<file path="config.mk">
export PLATFORM = sky130hd
export DESIGN_NAME = cxs_iter
export DESIGN_NICKNAME = d
export VERILOG_FILES = /design/src/hw/rtl/cxs_pkg.sv /design/src/hw/rtl/cxs_iter.sv
export SDC_FILE = /design/constraint.sdc
export NUM_CORES = 1
export LEC_CHECK = 0
export ABC_AREA = 1
export BUFFER_PORTS_ARGS = -buffer_cell sky130_fd_sc_hd__buf_2
export CAP_MARGIN = 20
export CORE_ASPECT_RATIO = 1.75
export CORE_MARGIN = 2
export CORE_UTILIZATION = 55
export DETAILED_ROUTE_END_ITERATION = 8
export GPL_TIMING_DRIVEN = 0
export PLACE_DENSITY_LB_ADDON = 0.05
export SLEW_MARGIN = 5
export SYNTH_ARGS = -nofsm -noshare
export SYNTH_HDL_FRONTEND = slang
export SYNTH_SLANG_ARGS = --single-unit
</file>
<file path="constraint.sdc">
create_clock -name aclk -period 17 [get_ports aclk]
set_clock_uncertainty 0.2 [all_clocks]
set_input_delay 3.4 -clock aclk [delete_from_list [all_inputs] [get_ports aclk]]
set_output_delay 3.4 -clock aclk [all_outputs]
set_load 0.005 [all_outputs]
</file>
<file path="src/hw/rtl/cxs_pkg.sv">
// Shared types, constants and coefficient table for the xy to sRGB converter.
`timescale 1ns / 1ps

package cxs_pkg;

    localparam int NUM_ENDPOINTS = 256;
    localparam int EP_AW = (NUM_ENDPOINTS > 1) ? $clog2(NUM_ENDPOINTS) : 1;
    localparam int REM_W = 48;

    localparam logic [31:0] LIN_THRESHOLD = 32'd13446684;
    localparam logic [19:0] SLOPE_Q16 = 20'd846725;
    localparam logic [16:0] GAIN_Q16 = 17'd69140;
    localparam logic signed [44:0] OFFSET_Q42 = 45'sd241892558111;
    localparam logic signed [44:0] ROUND_Q26 = 45'sd33554432;
    localparam logic [44:0] ROUND_Q32 = 45'd2147483648;
    localparam logic [16:0] ONE_Q16 = 17'd65536;

    typedef enum logic [1:0] {
        OP_SQRT = 2'd0,
        OP_CBRT = 2'd1,
        OP_DIV  = 2'd2
    } iter_op_t;

    typedef struct packed {
        logic       start;
        iter_op_t   op;
        logic [63:0] n;
        logic [15:0] d;
    } iter_req_t;

    typedef struct packed {
        logic        busy;
        logic        done;
        logic [31:0] res;
    } iter_stat_t;

    typedef struct packed {
        logic        valid;
        logic        kind;
        logic [7:0]  endpoint;
        logic [15:0] value;
    } wr_req_t;

    typedef struct packed {
        logic        valid;
        logic [15:0] x;
        logic [15:0] y;
    } pair_t;

    typedef struct packed {
        logic        zero_y;
        logic [16:0] red;
        logic [16:0] green;
        logic [16:0] blue;
    } color_t;

    function automatic logic signed [18:0] coef(input logic [1:0] ch, input logic [1:0] k);
        logic signed [18:0] c;
        c = 19'sd0;
        case ({ch, k})
            4'b00_00: c = 19'sd212376;
            4'b00_01: c = -19'sd100742;
            4'b00_10: c = -19'sd32676;
            4'b01_00: c = -19'sd63498;
            4'b01_01: c = 19'sd122932;
            4'b01_10: c = 19'sd2720;
            4'b10_00: c = 19'sd3650;
            4'b10_01: c = -19'sd13369;
            4'b10_10: c = 19'sd69272;
            default:  c = 19'sd0;
        endcase
        return c;
    endfunction

endpackage

</file>
<file path="src/hw/rtl/cxs_iter.sv">
// Shared bit-serial unit for square root, cube root and division.
`timescale 1ns / 1ps

module cxs_iter (
    input  logic               aclk,
    input  logic               aresetn,
    input  cxs_pkg::iter_req_t  req,
    output cxs_pkg::iter_stat_t stat
);
    import cxs_pkg::*;

    logic             busy_reg;
    logic             done_reg;
    logic [4:0]       cnt_reg;
    iter_op_t         op_reg;
    logic [63:0]      n_reg;
    logic [REM_W-1:0] rem_reg;
    logic [REM_W-1:0] sq_reg;
    logic [31:0]      root_reg;
    logic [15:0]      d_reg;

    logic [63:0]      n_next;
    logic [REM_W-1:0] rem_next;
    logic [REM_W-1:0] sq_next;
    logic [31:0]      root_next;
    logic [REM_W-1:0] shifted;
    logic [REM_W-1:0] trial;
    logic             ge;

    always_comb begin
        shifted = '0;
        trial   = '0;
        n_next  = n_reg;
        sq_next = sq_reg;
        unique case (op_reg)
            OP_SQRT: begin
                shifted = {rem_reg[REM_W-3:0], n_reg[63:62]};
                trial   = {14'd0, root_reg, 2'b01};
                n_next  = {n_reg[61:0], 2'b00};
            end
            OP_CBRT: begin
                shifted = {rem_reg[REM_W-4:0], n_reg[63:61]};
                trial   = (sq_reg << 3) + (sq_reg << 2) + {14'd0, root_reg, 2'b00}
                        + {15'd0, root_reg, 1'b0} + 48'd1;
                n_next  = {n_reg[60:0], 3'b000};
            end
            OP_DIV: begin
                shifted = {rem_reg[REM_W-2:0], n_reg[63]};
                trial   = {32'd0, d_reg};
                n_next  = {n_reg[62:0], 1'b0};
            end
            default: begin
                shifted = rem_reg;
                trial   = '1;
            end
        endcase
        ge        = (shifted >= trial);
        rem_next  = ge ? (shifted - trial) : shifted;
        root_next = {root_reg[30:0], ge};
        if (op_reg == OP_CBRT) begin
            sq_next = ge ? ((sq_reg << 2) + {14'd0, root_reg, 2'b00} + 48'd1) : (sq_reg << 2);
        end
    end

    always_ff @(posedge aclk) begin
        if (req.start) begin
            op_reg   <= req.op;
            d_reg    <= req.d;
            root_reg <= 32'd0;
            sq_reg   <= '0;
            unique case (req.op)
                OP_CBRT: begin
                    n_reg   <= {req.n[62:0], 1'b0};
                    rem_reg <= '0;
                end
                OP_DIV: begin
                    n_reg   <= {req.n[15:0], 48'd0};
                    rem_reg <= {32'd0, req.n[31:16]};
                end
                default: begin
                    n_reg   <= req.n;
                    rem_reg <= '0;
                end
            endcase
        end else if (busy_reg) begin
            n_reg    <= n_next;
            rem_reg  <= rem_next;
            sq_reg   <= sq_next;
            root_reg <= root_next;
        end
    end

    always_ff @(posedge aclk) begin
        if (!aresetn) begin
            busy_reg <= 1'b0;
            done_reg <= 1'b0;
            cnt_reg  <= 5'd0;
        end else begin
            done_reg <= 1'b0;
            if (req.start) begin
                busy_reg <= 1'b1;
                cnt_reg  <= (req.op == OP_CBRT) ? 5'd20 : 5'd31;
            end else if (busy_reg) begin
                cnt_reg <= cnt_reg - 5'd1;
                if (cnt_reg == 5'd0) begin
                    busy_reg <= 1'b0;
                    done_reg <= 1'b1;
                end
            end
        end
    end

    assign stat.busy = busy_reg;
    assign stat.done = done_reg;
    assign stat.res  = root_reg;

endmodule

</file>
Word level (Yosys, flattened, before mapping)
Cells that the tools add are included.
Operators by class
  add/subtract/negate cells: 8
  reductions and logical operators: 7
  $lt $le $gt $ge: 1
  bitwise gates (word level): 2
  muxes and demuxes: 18
  eq/ne operators: 4
Operator list (count)
  case mux 48 bit (3 select lines): 2
  case mux 64 bit (3 select lines): 1
  2-to-1 mux 48 bit: 3
  2-to-1 mux 64 bit: 2
  case mux 64 bit (2 select lines): 1
  adder 48 x 1 -> 48 bit (second input constant): 1
  adder 48 x 33 -> 48 bit: 1
  adder 48 x 34 -> 48 bit: 1
  adder 48 bit: 1
  >= comparator 48 bit: 1
  subtractor 48 bit: 1
  adder 46 x 1 -> 46 bit (second input constant): 1
  adder 46 x 34 -> 46 bit: 1
  2-to-1 mux 46 bit: 1
  2-to-1 mux 16 bit: 1
  2-to-1 mux 5 bit: 2
  logical NOT 5 bit: 1
  subtractor 5 x 1 -> 5 bit (second input constant): 1
  equality test 2 x 1 -> 1 bit (second input constant): 2
  equality test 2 bit (second input constant): 2
  2-to-1 mux 1 bit: 4
  2-to-1 mux 4 bit: 1
  AND reduction 2 bit: 2
  nonzero test 4 bit: 1
  other kinds (4): 5
Word-level totals
  output and inout port bits: 34
  bits of input ports: 85
  word-level logic and storage cells: 49
  register bits: 215

Logic depth before layout (Yosys ltp)
  depth after elaboration: 9
  gate-level depth with buffers: 33
  gate-level depth less buffers: 32

Least setup slack after synthesis
Ideal clock, no wire load.
  path kind: input port to flip-flop
  from: input port req[82] (netlist name)
  to: register n_reg[0], enable pin
  library setup time: 524 ps
  cell stages on the path: 4
  buffers on the path: 2
  data required time: 16276 ps
  arrival time: 7337 ps
  slack: 8939 ps
  cell sequence: inv_1 -> clkbuf_1 -> clkbuf_1 -> a31oi_1
On the way
  cells in the longest elaborated chain, start to end: 2
  elaborated cells between the ends (all ways): 3
  those cells by class: reduce/logical (3)
RTL lines
  start, declared: RTL line cxs_iter.sv:7  | input cxs_pkg::iter_req_t req,
  nonzero test 4 bit (no source line) or nonzero test 2 bit (tied branches)
  AND reduction 2 bit (no source line) (*)
  end signal, assigned: RTL line cxs_iter.sv:73  | n_reg <= {req.n[62:0], 1'b0};
  end signal, assigned: RTL line cxs_iter.sv:77  | n_reg <= {req.n[15:0], 48'd0};
  end signal, assigned: RTL line cxs_iter.sv:81  | n_reg <= req.n;
  end, declared: RTL line cxs_iter.sv:16  | logic [63:0] n_reg;
Every way passes the cells marked *; elsewhere a longest branch is shown, timed or not.
A chain may end at the register's enable or synchronous reset.

Final worst setup path
  from: register root_reg[4]
  to: register rem_reg[13], data pin
On the way
  cells in the longest elaborated chain, start to end: 8
  elaborated cells between the ends (all ways): 9
  those cells by class: add/sub (4); order compare (1); mux (4)
RTL lines
  start, declared: RTL line cxs_iter.sv:19  | logic [31:0] root_reg;
  start signal, assigned: RTL line cxs_iter.sv:89  | root_reg <= root_next;
  adder 48 x 34 -> 48 bit: RTL line cxs_iter.sv:43  | trial = (sq_reg << 3) + (sq_reg << 2) + {14'd0, root_reg, 2'b00}
  adder 48 x 33 -> 48 bit: RTL line cxs_iter.sv:44  | + {15'd0, root_reg, 1'b0} + 48'd1;
  adder 48 x 1 -> 48 bit: RTL line cxs_iter.sv:44
  case mux 48 bit (3 select lines) (*): RTL line cxs_iter.sv:35  | unique case (op_reg)
  subtractor 48 bit or >= comparator 48 bit (tied branches): RTL line cxs_iter.sv:58, cxs_iter.sv:57
  2-to-1 mux 48 bit (*): RTL line cxs_iter.sv:58  | rem_next = ge ? (shifted - trial) : shifted;
  2-to-1 mux 48 bit (*): RTL line cxs_iter.sv:85  | end else if (busy_reg) begin
  2-to-1 mux 48 bit (*): RTL line cxs_iter.sv:66  | if (req.start) begin
  end signal, assigned: RTL line cxs_iter.sv:78  | rem_reg <= {32'd0, req.n[31:16]};
  end signal, assigned: RTL line cxs_iter.sv:87  | rem_reg <= rem_next;
  end, declared: RTL line cxs_iter.sv:17  | logic [REM_W-1:0] rem_reg;
Every way passes the cells marked *; elsewhere a longest branch is shown, timed or not. The select of a mux whose other input is x is not followed.

==> metrics <==
predominant post-synthesis flop cell=edfxtp_1; status=completed; GRT Total Usage=between 40% and 50%; sequential fraction of the synthesis area=between 20% and 30%; post-DP HPWL=79000 um; Startpoint Class=flop; full die area=between 0.04 and 0.05 mm^2; Worst-Skew Late Latency=around 0.56 ns; # IOs=between 100 and 150; core area=approximately 0.043 mm^2; Worst-path clk slew=around 0.06 ns; total gr overflow=0; Worst Path Required=about 17 ns; worst slew pin tran=roughly 1.1 ns; Post-CTS Hold Buffers=0; area delta synth->final=8.82%; root buf cell=clkbuf_16; DP Area=between 0.02 and 0.03 mm^2; max reg flops=64; final setup fails=0; Antenna diodes=0; critical path's slowest cell=o21ai_0; Vias/cell=between 5 and 6; WL final=95500 um; VDD IR max=around 0.074 mV; commonest non-fill, non-tap cell in the layout=nand2_1; dpl cells=4443; initial DRC count=~2.2k; FF+latch count, synth=214; I/O Buffers=about 120; Tcrit/Tclk final=between 40 and 50%; Initial Util=a little under three fifths; setup bufs post-CTS=0; count of cell types in the netlist=between 40 and 50; drt first pass iters=6; number of flops mapped to enable cells by yosys=130; drt wl/cell=21.3 um; Worst setup EP type=flop; Clock Path Buffers=3; utilization after layout=between 60% and 70%; slew margin rel.=between 20% and 30%; Resize count post-CTS=0; crit path max fanout=10; Fin. Hold Viols=0; CP max stage delay=~0.86 ns; largest net degree at the start of global routing=44; layout cell share with drive strength beyond 1=a little over 5%; Hold Slack=0.295 ns; Detail Route Antenna Nets=0; fill cell count=4532; critical path's most frequent cell=nand2_1; Post-synth ARST share=0%; Arr. time, crit path=around 7.6 ns; initial antenna violation count=0; Max Fclk=132 MHz; syn_area_per_cell=6.35 um^2; H-tree depth=1; final setup TNS=0 ns; row count=between 100 and 150; fin. max-slew vios=0; Post-Syn Area=approximately 0.024 mm^2; MaxCap Viol Count=0; syn_nets=approximately 4.1k; die span in x=between 150 and 200 um; unrepaired setup endpoints after global routing=no; Min-Delay Path Class=reg2reg; kind of critical path=reg2reg; vias in the first global route=~26k; fin nets=around 4.2k; detailed-route DRC error count=0; Period minus WS final=approximately 7.6 ns; Die H=around 280 um; Post-Syn Instances=3756; Reg2Reg Setup Slack=about 9.4 ns; CTS Sinks=214; vias=between 20k and 30k; Non-Filler Instances=between 4k and 5k; P_leak=roughly 13 nW; Yosys warnings=0; post-route cell area=0.0260 mm^2; first-pass GRT wire length=approximately 140000 um; pwr/cell area=about 99 mW/mm^2; GP Congestion=~1; CTS Buf Count=22; CTS tree=yes; most frequent cells in the layout=nand2_1 (1024), inv_1 (687), a21oi_1 (336)
[power breakdown]
group	switching (mW)	internal [mW]	total [mW]	leakage, nW
clock network	0.228	0.268	0.496	0.361
logic	0.923	0.430	1.35	10.4
registers	0.0565	0.660	0.716	2.01
[worst max-delay path, delay by kind of cell, from the launching register on]
kind	cells	cell delay [ns]
flops	1	0.54
compound gates	6	2.56
fa+ha+maj	4	1.73
buf+inv	5	0.73
simple gates	13	1.51
[layer usage]
layer / vias to the layer above / GRT usage (%) / share of wire [%]
met4: 0 / 39.8 / 11
met3: 407 / 5.08 / 5.7
li1: 12633 / - / -
met2: 1071 / 73.8 / 49
met5: - / 0 / 0
met1: 11996 / 41.5 / 34
[cells in the mapped netlist, types with 4 or more instances]
cell type,number,area (um^2)
clkinv_1,4,15.0
nor2_1,277,1040
nor4_1,8,50.1
o211ai_1,25,188
buf_1,13,48.8
o21ai_1,17,85.1
dfxtp_1,84,1680
nand3_1,156,781
a21oi_1,336,1680
ha_1,160,2000
xor2_1,18,158
xnor2_1,40,350
nand4_1,26,163
o21ai_0,256,1280
inv_1,687,2580
clkbuf_1,102,383
nand3b_1,17,128
fa_1,62,1240
nand2_1,1024,3840
a32oi_1,8,70.1
nor3_1,18,90.1
buf_6,5,56.3
buf_2,9,45.0
o22ai_1,114,713
a31oi_1,15,93.8
edfxtp_1,130,3900
a211oi_1,12,90.1
o21bai_1,16,120
buf_4,7,52.6
a221oi_1,13,114
o221ai_1,54,473
o21a_1,11,82.6
inv_2,4,15.0
[final cells by class]
cell class              count  area, um^2  area share [%]
clock inverters             9        77.6           0.299
repair buffers            121         658            2.54
plain buffers             137         602            2.32
inverters                 695        2610            10.1
well taps                 566         708            2.73
clock buffers              31         644            2.48
multi-input cells        2710       15100            58.1
flip-flops and latches    214        5590            21.5
[kinds of logic (layout without fill, tap and decap cells)]
kind of cell | after synthesis | count (layout) | synth area share (%)
AOI/OAI and AO/OA | 891 | 891 | 21.4
xor gates and xnor gates | 58 | 58 | 2.13
buffers and inverters | 832 | 993 | 13.5
adders and majority gates | 222 | 222 | 13.6
DFF | 214 | 214 | 23.4
and+or+nand+nor | 1539 | 1539 | 26.0
[per-stage QoR]
step,power (mW),setup WS [ns]
2_1_floorplan,1.63,8.94
3_3_place_gp,2.02,5.95
3_5_place_dp,2.03,9.79
4_1_cts,2.52,9.78
5_1_grt,2.71,9.19
6_report,2.56,9.43
[path summary, 6_finish.rpt]
check	from	endpoint	cells after the start
hold reg to reg	cnt_reg[4]$_SDFFE_PN0P_	cnt_reg[4]$_SDFFE_PN0P_	2
hold / removal	cnt_reg[4]$_SDFFE_PN0P_	cnt_reg[4]$_SDFFE_PN0P_	2
setup / recovery	root_reg[4]$_SDFFE_PP0P_	rem_reg[13]$_DFFE_PP_	28
setup reg to reg	root_reg[4]$_SDFFE_PP0P_	rem_reg[13]$_DFFE_PP_	28
Power figures use the tool's default switching activity.
