==> src/hw/rtl/cxs_pkg.sv <==
// Shared types, constants and coefficient table for the xy to sRGB converter.
`timescale 1ns / 1ps

package cxs_pkg;

    localparam int NUM_ENDPOINTS = 256;
    localparam int EP_AW = (NUM_ENDPOINTS > 1) ? $clog2(NUM_ENDPOINTS) : 1;
    localparam int REM_W = 48;

    localparam logic [31:0] LIN_THRESHOLD = 32'd13446684;
    localparam logic [19:0] SLOPE_Q16 = 20'd846725;
    localparam logic [16:0] GAIN_Q16 = 17'd69140;
    localparam logic signed [44:0] OFFSET_Q42 = 45'sd241892558111;
    localparam logic signed [44:0] ROUND_Q26 = 45'sd33554432;
    localparam logic [44:0] ROUND_Q32 = 45'd2147483648;
    localparam logic [16:0] ONE_Q16 = 17'd65536;

    typedef enum logic [1:0] {
        OP_SQRT = 2'd0,
        OP_CBRT = 2'd1,
        OP_DIV  = 2'd2
    } iter_op_t;

    typedef struct packed {
        logic       start;
        iter_op_t   op;
        logic [63:0] n;
        logic [15:0] d;
    } iter_req_t;

    typedef struct packed {
        logic        busy;
        logic        done;
        logic [31:0] res;
    } iter_stat_t;

    typedef struct packed {
        logic        valid;
        logic        kind;
        logic [7:0]  endpoint;
        logic [15:0] value;
    } wr_req_t;

    typedef struct packed {
        logic        valid;
        logic [15:0] x;
        logic [15:0] y;
    } pair_t;

    typedef struct packed {
        logic        zero_y;
        logic [16:0] red;
        logic [16:0] green;
        logic [16:0] blue;
    } color_t;

    function automatic logic signed [18:0] coef(input logic [1:0] ch, input logic [1:0] k);
        logic signed [18:0] c;
        c = 19'sd0;
        case ({ch, k})
            4'b00_00: c = 19'sd212376;
            4'b00_01: c = -19'sd100742;
            4'b00_10: c = -19'sd32676;
            4'b01_00: c = -19'sd63498;
            4'b01_01: c = 19'sd122932;
            4'b01_10: c = 19'sd2720;
            4'b10_00: c = 19'sd3650;
            4'b10_01: c = -19'sd13369;
            4'b10_10: c = 19'sd69272;
            default:  c = 19'sd0;
        endcase
        return c;
    endfunction

endpackage

==> src/hw/rtl/cxs_color.sv <==
// Sequencer for the color matrix and the sRGB transfer curve of one endpoint.
`timescale 1ns / 1ps

module cxs_color (
    input  logic                aclk,
    input  logic                aresetn,
    input  cxs_pkg::pair_t      pair,
    output cxs_pkg::iter_req_t  iter_req,
    input  cxs_pkg::iter_stat_t iter_stat,
    output logic                res_valid,
    input  logic                res_ready,
    output cxs_pkg::color_t     res
);
    import cxs_pkg::*;

    typedef enum logic [11:0] {
        S_IDLE = 12'b0000_0000_0001,
        S_MAC  = 12'b0000_0000_0010,
        S_CHK  = 12'b0000_0000_0100,
        S_DIV  = 12'b0000_0000_1000,
        S_LIN  = 12'b0000_0001_0000,
        S_SQ1  = 12'b0000_0010_0000,
        S_SQ2  = 12'b0000_0100_0000,
        S_CB   = 12'b0000_1000_0000,
        S_SQ3  = 12'b0001_0000_0000,
        S_MT   = 12'b0010_0000_0000,
        S_NEXT = 12'b0100_0000_0000,
        S_DONE = 12'b1000_0000_0000
    } state_t;

    state_t             state_reg;
    state_t             state_next;
    logic [15:0]        x_reg;
    logic [15:0]        y_reg;
    logic [1:0]         ch_reg;
    logic [1:0]         k_reg;
    logic signed [39:0] acc_reg;
    logic [31:0]        v_reg;
    logic [31:0]        q4_reg;
    logic [25:0]        p_reg;
    logic [16:0]        chan_reg;
    color_t             col_reg;

    logic signed [17:0] z_val;
    logic signed [17:0] op_sel;
    logic signed [36:0] prod;
    logic signed [39:0] acc_sum;
    logic signed [39:0] y_lim;
    logic               acc_le0;
    logic               acc_ge;
    logic [43:0]        lin_prod;
    logic [44:0]        lin_sum;
    logic [16:0]        lin_res;
    logic [57:0]        pq;
    logic [42:0]        gain_prod;
    logic signed [44:0] t_val;
    logic signed [44:0] t_rnd;
    logic [18:0]        o_val;
    logic [16:0]        mt_res;

    always_comb begin
        z_val = 18'sd65536 - $signed({2'b00, x_reg}) - $signed({2'b00, y_reg});
        case (k_reg)
            2'd0:    op_sel = $signed({2'b00, x_reg});
            2'd1:    op_sel = $signed({2'b00, y_reg});
            default: op_sel = z_val;
        endcase
        prod    = coef(ch_reg, k_reg) * op_sel;
        acc_sum = acc_reg + 40'(prod);
        y_lim   = $signed({8'd0, y_reg, 16'd0});
        acc_le0 = (acc_reg <= 40'sd0);
        acc_ge  = (acc_reg >= y_lim);

        lin_prod = v_reg[23:0] * SLOPE_Q16;
        lin_sum  = 45'(lin_prod) + ROUND_Q32;
        lin_res  = {4'd0, lin_sum[44:32]};

        pq        = q4_reg * iter_stat.res[25:0];
        gain_prod = p_reg * GAIN_Q16;
        t_val     = $signed({2'b00, gain_prod}) - OFFSET_Q42;
        t_rnd     = t_val + ROUND_Q26;
        o_val     = t_rnd[44:26];
        if (t_val < 45'sd0) begin
            mt_res = 17'd0;
        end else if (o_val > 19'(ONE_Q16)) begin
            mt_res = ONE_Q16;
        end else begin
            mt_res = o_val[16:0];
        end
    end

    always_comb begin
        state_next     = state_reg;
        iter_req.start = 1'b0;
        iter_req.op    = OP_SQRT;
        iter_req.n     = 64'd0;
        iter_req.d     = y_reg;
        unique case (state_reg)
            S_IDLE: begin
                if (pair.valid) begin
                    state_next = (pair.y == 16'd0) ? S_DONE : S_MAC;
                end
            end
            S_MAC: begin
                if (k_reg == 2'd2) begin
                    state_next = S_CHK;
                end
            end
            S_CHK: begin
                if (acc_le0 || acc_ge) begin
                    state_next = S_NEXT;
                end else begin
                    iter_req.start = 1'b1;
                    iter_req.op    = OP_DIV;
                    iter_req.n     = {32'd0, acc_reg[31:0]};
                    state_next     = S_DIV;
                end
            end
            S_DIV: begin
                if (iter_stat.done) begin
                    if (iter_stat.res < LIN_THRESHOLD) begin
                        state_next = S_LIN;
                    end else begin
                        iter_req.start = 1'b1;
                        iter_req.n     = {iter_stat.res, 32'd0};
                        state_next     = S_SQ1;
                    end
                end
            end
            S_LIN: state_next = S_NEXT;
            S_SQ1: begin
                if (iter_stat.done) begin
                    iter_req.start = 1'b1;
                    iter_req.n     = {iter_stat.res, 32'd0};
                    state_next     = S_SQ2;
                end
            end
            S_SQ2: begin
                if (iter_stat.done) begin
                    iter_req.start = 1'b1;
                    iter_req.op    = OP_CBRT;
                    iter_req.n     = {1'b0, v_reg, 31'd0};
                    state_next     = S_CB;
                end
            end
            S_CB: begin
                if (iter_stat.done) begin
                    iter_req.start = 1'b1;
                    iter_req.n     = {1'b0, iter_stat.res, 31'd0};
                    state_next     = S_SQ3;
                end
            end
            S_SQ3: begin
                if (iter_stat.done) begin
                    state_next = S_MT;
                end
            end
            S_MT:   state_next = S_NEXT;
            S_NEXT: state_next = (ch_reg == 2'd2) ? S_DONE : S_MAC;
            S_DONE: begin
                if (res_ready) begin
                    state_next = S_IDLE;
                end
            end
            default: state_next = S_IDLE;
        endcase
    end

    always_ff @(posedge aclk) begin
        if (!aresetn) begin
            state_reg <= S_IDLE;
        end else begin
            state_reg <= state_next;
        end
    end

    always_ff @(posedge aclk) begin
        case (state_reg)
            S_IDLE: begin
                if (pair.valid) begin
                    x_reg   <= pair.x;
                    y_reg   <= pair.y;
                    ch_reg  <= 2'd0;
                    k_reg   <= 2'd0;
                    acc_reg <= 40'sd0;
                    col_reg <= {(pair.y == 16'd0), 51'd0};
                end
            end
            S_MAC: begin
                acc_reg <= acc_sum;
                k_reg   <= k_reg + 2'd1;
            end
            S_CHK: begin
                chan_reg <= acc_le0 ? 17'd0 : ONE_Q16;
            end
            S_DIV: begin
                if (iter_stat.done) begin
                    v_reg <= iter_stat.res;
                end
            end
            S_LIN: chan_reg <= lin_res;
            S_SQ2: begin
                if (iter_stat.done) begin
                    q4_reg <= iter_stat.res;
                end
            end
            S_SQ3: begin
                if (iter_stat.done) begin
                    p_reg <= pq[57:32];
                end
            end
            S_MT: chan_reg <= mt_res;
            S_NEXT: begin
                case (ch_reg)
                    2'd0:    col_reg.red   <= chan_reg;
                    2'd1:    col_reg.green <= chan_reg;
                    default: col_reg.blue  <= chan_reg;
                endcase
                ch_reg  <= ch_reg + 2'd1;
                k_reg   <= 2'd0;
                acc_reg <= 40'sd0;
            end
            default: ;
        endcase
    end

    assign res_valid = (state_reg == S_DONE);
    assign res       = col_reg;

    a_start_idle: assert property (@(posedge aclk) disable iff (!aresetn)
        iter_req.start |-> !iter_stat.busy)
        else $error("Root unit started while busy.");

    a_lin_range: assert property (@(posedge aclk) disable iff (!aresetn)
        (state_reg == S_LIN) |-> (v_reg < LIN_THRESHOLD))
        else $error("Linear segment entered above the threshold.");

    a_zero_y: assert property (@(posedge aclk) disable iff (!aresetn)
        (res_valid && res.zero_y) |-> (res.red == 17'd0 && res.green == 17'd0
                                       && res.blue == 17'd0))
        else $error("Zero y result carries nonzero color.");

endmodule

==> config.mk <==
export PLATFORM = sky130hd
export DESIGN_NAME = cxs_color
export DESIGN_NICKNAME = d
export VERILOG_FILES = /design/src/hw/rtl/cxs_pkg.sv /design/src/hw/rtl/cxs_color.sv
export SDC_FILE = /design/constraint.sdc
export NUM_CORES = 2
export LEC_CHECK = 0
export ABC_CLOCK_PERIOD_IN_PS = 11300
export BUFFER_PORTS_ARGS = -buffer_cell sky130_fd_sc_hd__buf_4
export CAP_MARGIN = 20
export CORE_MARGIN = 2
export CORE_UTILIZATION = 65
export CTS_CLUSTER_DIAMETER = 150
export DETAILED_ROUTE_END_ITERATION = 8
export GPL_ROUTABILITY_DRIVEN = 0
export PLACE_DENSITY_LB_ADDON = 0.08
export SYNTH_ARGS = -nofsm -noshare
export SYNTH_HDL_FRONTEND = slang
export SYNTH_SLANG_ARGS = --single-unit
==> constraint.sdc <==
create_clock -name aclk -period 11.3 [get_ports aclk]
set_input_delay 0 -clock aclk [delete_from_list [all_inputs] [get_ports aclk]]
set_output_delay 0 -clock aclk [all_outputs]
set_load 0.005 [all_outputs]
# Word-level counts from Yosys, hierarchy flattened
# Memories as Yosys holds them, arrays and structs flattened.
# Cells that the tools add are included.
# W data, S select, Z words.
# op_classes
magnitude_cmp	5
n_eq_ne	27
n_reduce_logical	20
muxes	40
addsub	8
n_mul	4
# op_table
operator	count
$pmux W64 S5	1
$mux W64	3
$mux W67	2
$pmux W12 S11	1
$mux W12	10
$pmux W40 S3	1
$mux W17	6
$pmux W51 S2	1
$mux W63	1
$mul A32 B26 Y58	1
$mux W51	1
$pmux W17 S3	1
$add A44 B27 Y45 const B	1
$add A44 B32 Y45 const B	1
$lt A44 B1 Y1 const B	1
$mul A24 B20 Y44 const B	1
$sub A43 B38 Y44 const B	1
$mul A26 B15 Y41 const B	1
$add A40 B37 Y40	1
$ge A40 B33 Y1	1
$le A40 B1 Y1 const B	1
$mux W40	1
$mul A19 B18 Y37	1
$pmux W18 S2	1
37 further kinds	63
# totals
register_bits	247
in_bits	70
n_memories	1
romBits	304
# memory_table
memory	depth	word_bits	read_ports	rd_clocked_by_memory_dff	wr	line	rtl
(name not given)	16	19	1	0	0	cxs_pkg.sv:60	case ({ch, k})

# Logic depth before layout (Yosys ltp)
# logic_depth
word_depth	7
depth_mapped	49
mapped_depth_nobuf	49

# Worst setup path before layout
# No wires, ideal clock.
# synth_timing
path_kind	register to register
startpoint	register y_reg[1]
endpoint	register acc_reg[30] (data pin)
stages_incl_launch_ff	50
arrival_ns	9.844
t_required_ns	11.034
path_buffers	1
slack_ns	1.190
cell_sequence	edfxtp_1 > ha_1 > inv_1 > ha_1 > fa_1 > a21oi_1 > nor2_1 > nor2_1 > o21bai_1 > a21oi_1 > o21bai_1 > a21oi_1 > o21bai_1 > a21oi_1 > o21bai_1 > a21oi_1 > xnor2_1 > nor2_1 > [... 14 more ...] > fa_1 > inv_1 > ha_1 > nand4_1 > nor2_1 > a211oi_1 > nand2_1 > a31oi_1 > o21bai_1 > a41oi_1 > a21oi_1 > a21o_1 > a21oi_1 > o21ai_0 > a21o_1 > a21oi_1 > xor2_1 > nor2_1
# synth_via
elab_chain_cells	5
# synth_lines
item	line	rtl
from (decl)	cxs_color.sv:34	logic [15:0] y_reg;
from (signal assigned)	cxs_color.sv:182	y_reg <= pair.y;
$sub A18 B17 Y18	cxs_color.sv:62	z_val = 18'sd65536 - $signed({2'b00, x_reg}) - $signed({2'b00, y_reg});
$pmux W18 S2 *	cxs_color.sv:63	case (k_reg)
$mul A19 B18 Y37 *	cxs_color.sv:68	prod = coef(ch_reg, k_reg) * op_sel;
$add A40 B37 Y40 *	cxs_color.sv:69	acc_sum = acc_reg + 40'(prod);
$pmux W40 S3 *	cxs_color.sv:178	case (state_reg)
to (signal assigned)	cxs_color.sv:190	acc_reg <= acc_sum;
to (decl)	cxs_color.sv:37	logic signed [39:0] acc_reg;
# Every way passes the cells marked *; elsewhere a longest branch is shown, timed or not.
# A chain may end at the register's enable or synchronous reset.

# Worst setup path after layout
# layout_timing
startpoint	register y_reg[2]
endpoint	register acc_reg[31] (data pin)
# The elaborated chain is that of the path after synthesis.

==> qor.csv <==
metric,value,unit
Hold Path Depth,2,
YS warnings,0,
part of the Yosys area used for sequential elements,11.31,%
Layout area overhead,7.356,%
"leading cell type in the layout, fill and taps excluded",inv_1,
max incr delay on CP,730,ps
Final Hold Fails,0,
r2r setup slk,670,ps
mapped cell area,0.06452,mm²
First-pass DRT Iterations,8,
total track usage,35.68,%
global route overflow,0,
syn_area_per_cell,9.718,µm²
Max Clk Rate,94.09,MHz
hold worst-path end,x_reg[8],
final setup vio count,0,
Slew headroom,19.78,%
worst-path maximum fanout,5,
io pins,206,
Main synth FF type,edfxtp_1,
Worst Setup End Kind,register,
final WL,173900,µm
port buffer count,204,
clock root cell,clkbuf_16,
layout net count,8987,
r2r endpoint,acc_reg[31],
WL met2,79270,µm
layout cells sized above 1,5.888,%
CTS tree,built,
fin. max-slew vios,0,
clock-pin slew on the worst setup and hold paths,60,ps
Synth area leader,fa_1,
M1 WL,68700,µm
Worst R2R Start,y_reg[2],
Setup TNS,0,ps
detailed placement HPWL,136700,µm
hold crit path type,primary input to register,
most frequent cells in the layout,"inv_1, fa_1, nand2_1",
Seq cells post-synth,247,
Wirelength per Cell,21.48,µm
effective utilization at floorplan,65.55,%
worst-margin pin slew,1203,ps
Reg2Reg Depth,45,
Synth top area share,42.73,%
Worst path slowest cell,o41ai_1,
first-pass GRT wire length,278800,µm
Max Used Layer,met5,
antenna violations before repair,2,
htree depth,2,
ANT nets after route,0,
fin crit share,94.05,%
chip width,319.0,µm
max_cap viols,0,
CP startpoint kind,register,
Setup CP Type,register to register,
Final min period,10630,ps
chip height,319.0,µm
post-synthesis async set-or-reset flop share,0,%
DRT iter0 DRCs,3880,
HP Start,pair[24],
cell row count,115,
Num CTS Buffers,35,
postcts setup bufs,0,
core box area,0.09842,mm²
routed vias,46953,
CTS sink count,247,
full die area,0.1018,mm²
Required @ worst endpoint,11650,ps
"EDFF count, synth",235,
DRC viols,0,
Post-Syn Instances,6639,
skew final,51.81,ps
via/cell ratio,5.797,
vias in the first global route,50328,
CP arrival,10980,ps
RSZ-0062 raised after global routing,false,
largest net degree at the start of global routing,58,
max reg flops,52,
Met3 Wirelength,18470,µm
Clock Tree Buf Depth,3,
"Distinct cells, synth",99,
status,finished clean,
insertion delay to the later sink of the worst-skew pair,620,ps
top post-synthesis cells by area,"fa_1, ha_1, edfxtp_1",
cell type report:
type / instances / area, µm²
clock inverter: 21 / 195.2
clock buffer: 40 / 894.6
tap: 1287 / 1610
timing repair buffer: 356 / 2878
sequential: 247 / 7297
inverter: 1549 / 5814
fill: 7597 / 29160
multi-input combinational: 4598 / 50570
antenna: 1 / 2.502
cell families (layout without fill, tap and decap cells):
logic type | after synthesis | in the layout | synth area share (%)
AOI/OAI and AO/OA | 525 | 525 | 5.628
adders and majority gates | 2130 | 2130 | 57.33
DFF | 247 | 247 | 11.31
other | 2 | 4 | 0.01164
and+or+nand+nor | 1799 | 1799 | 13.28
muxes | 5 | 5 | 0.08145
xor gates and xnor gates | 136 | 136 | 1.881
buffers and inverters | 1795 | 1966 | 10.47
Yosys cell counts, drive strengths merged, types with 38 or more instances:
cell    instances
and2          463
a21oi         148
nand2         837
o21ai          84
edfxtp        235
inv          1548
xor2           38
fa           1377
xnor2          98
nor2          249
a21o           66
ha            753
clkbuf        236
how the worst max path moves through the flow:
stage | depth (start not counted) | to | slack, ps | from
4_1_cts | 48 | acc_reg[38] | 490 | y_reg[1]
6_report | 45 | acc_reg[31] | 670 | y_reg[2]
3_5_place_dp | 48 | acc_reg[38] | 520 | y_reg[1]
3_3_place_gp | 48 | acc_reg[38] | 640 | y_reg[1]
2_1_floorplan | 49 | acc_reg[30] | 1190 | y_reg[1]
5_1_grt | 46 | acc_reg[31] | 20 | y_reg[1]
timing repair:
action	in CTS	in global routing
hold endpoints to repair	110	0
setup endpoints to repair	0	7
hold buffers	68	0
resized for setup	0	9
critical path, delay by kind of cell (launching register included):
| kind | cells | cell delay (ps) |
|---|---|---|
| xor+xnor | 2 | 310 |
| flops | 1 | 390 |
| simple gates | 5 | 770 |
| buf+inv | 7 | 540 |
| compound gates | 21 | 3940 |
| fa+ha+maj | 10 | 4380 |
per-layer routing:
layer  global-route usage (%)  up-vias
li1                         -    20550
met1                    48.64    23642
met2                    56.19     2351
met3                    8.148      408
met4                    13.51        2
met5                        0        -
through the flow:
stage          hold WS (ps)  cell area [µm²]  utilization (%)  instances  worst slack [ps]
5_1_grt               96.97            69260            70.37       8098             17.65
2_1_floorplan         84.98            64520                -       6640              1190
3_5_place_dp          180.2            67380            68.46       7966             524.5
6_report              101.7            69260            70.37       8099             672.0
3_3_place_gp          179.5            67380            68.46       7966             639.1
4_1_cts               68.30            69150            70.26       8095             489.3
Power is not shown: default switching activity piles up to over one toggle a cycle in this logic, so the estimate is an artifact.
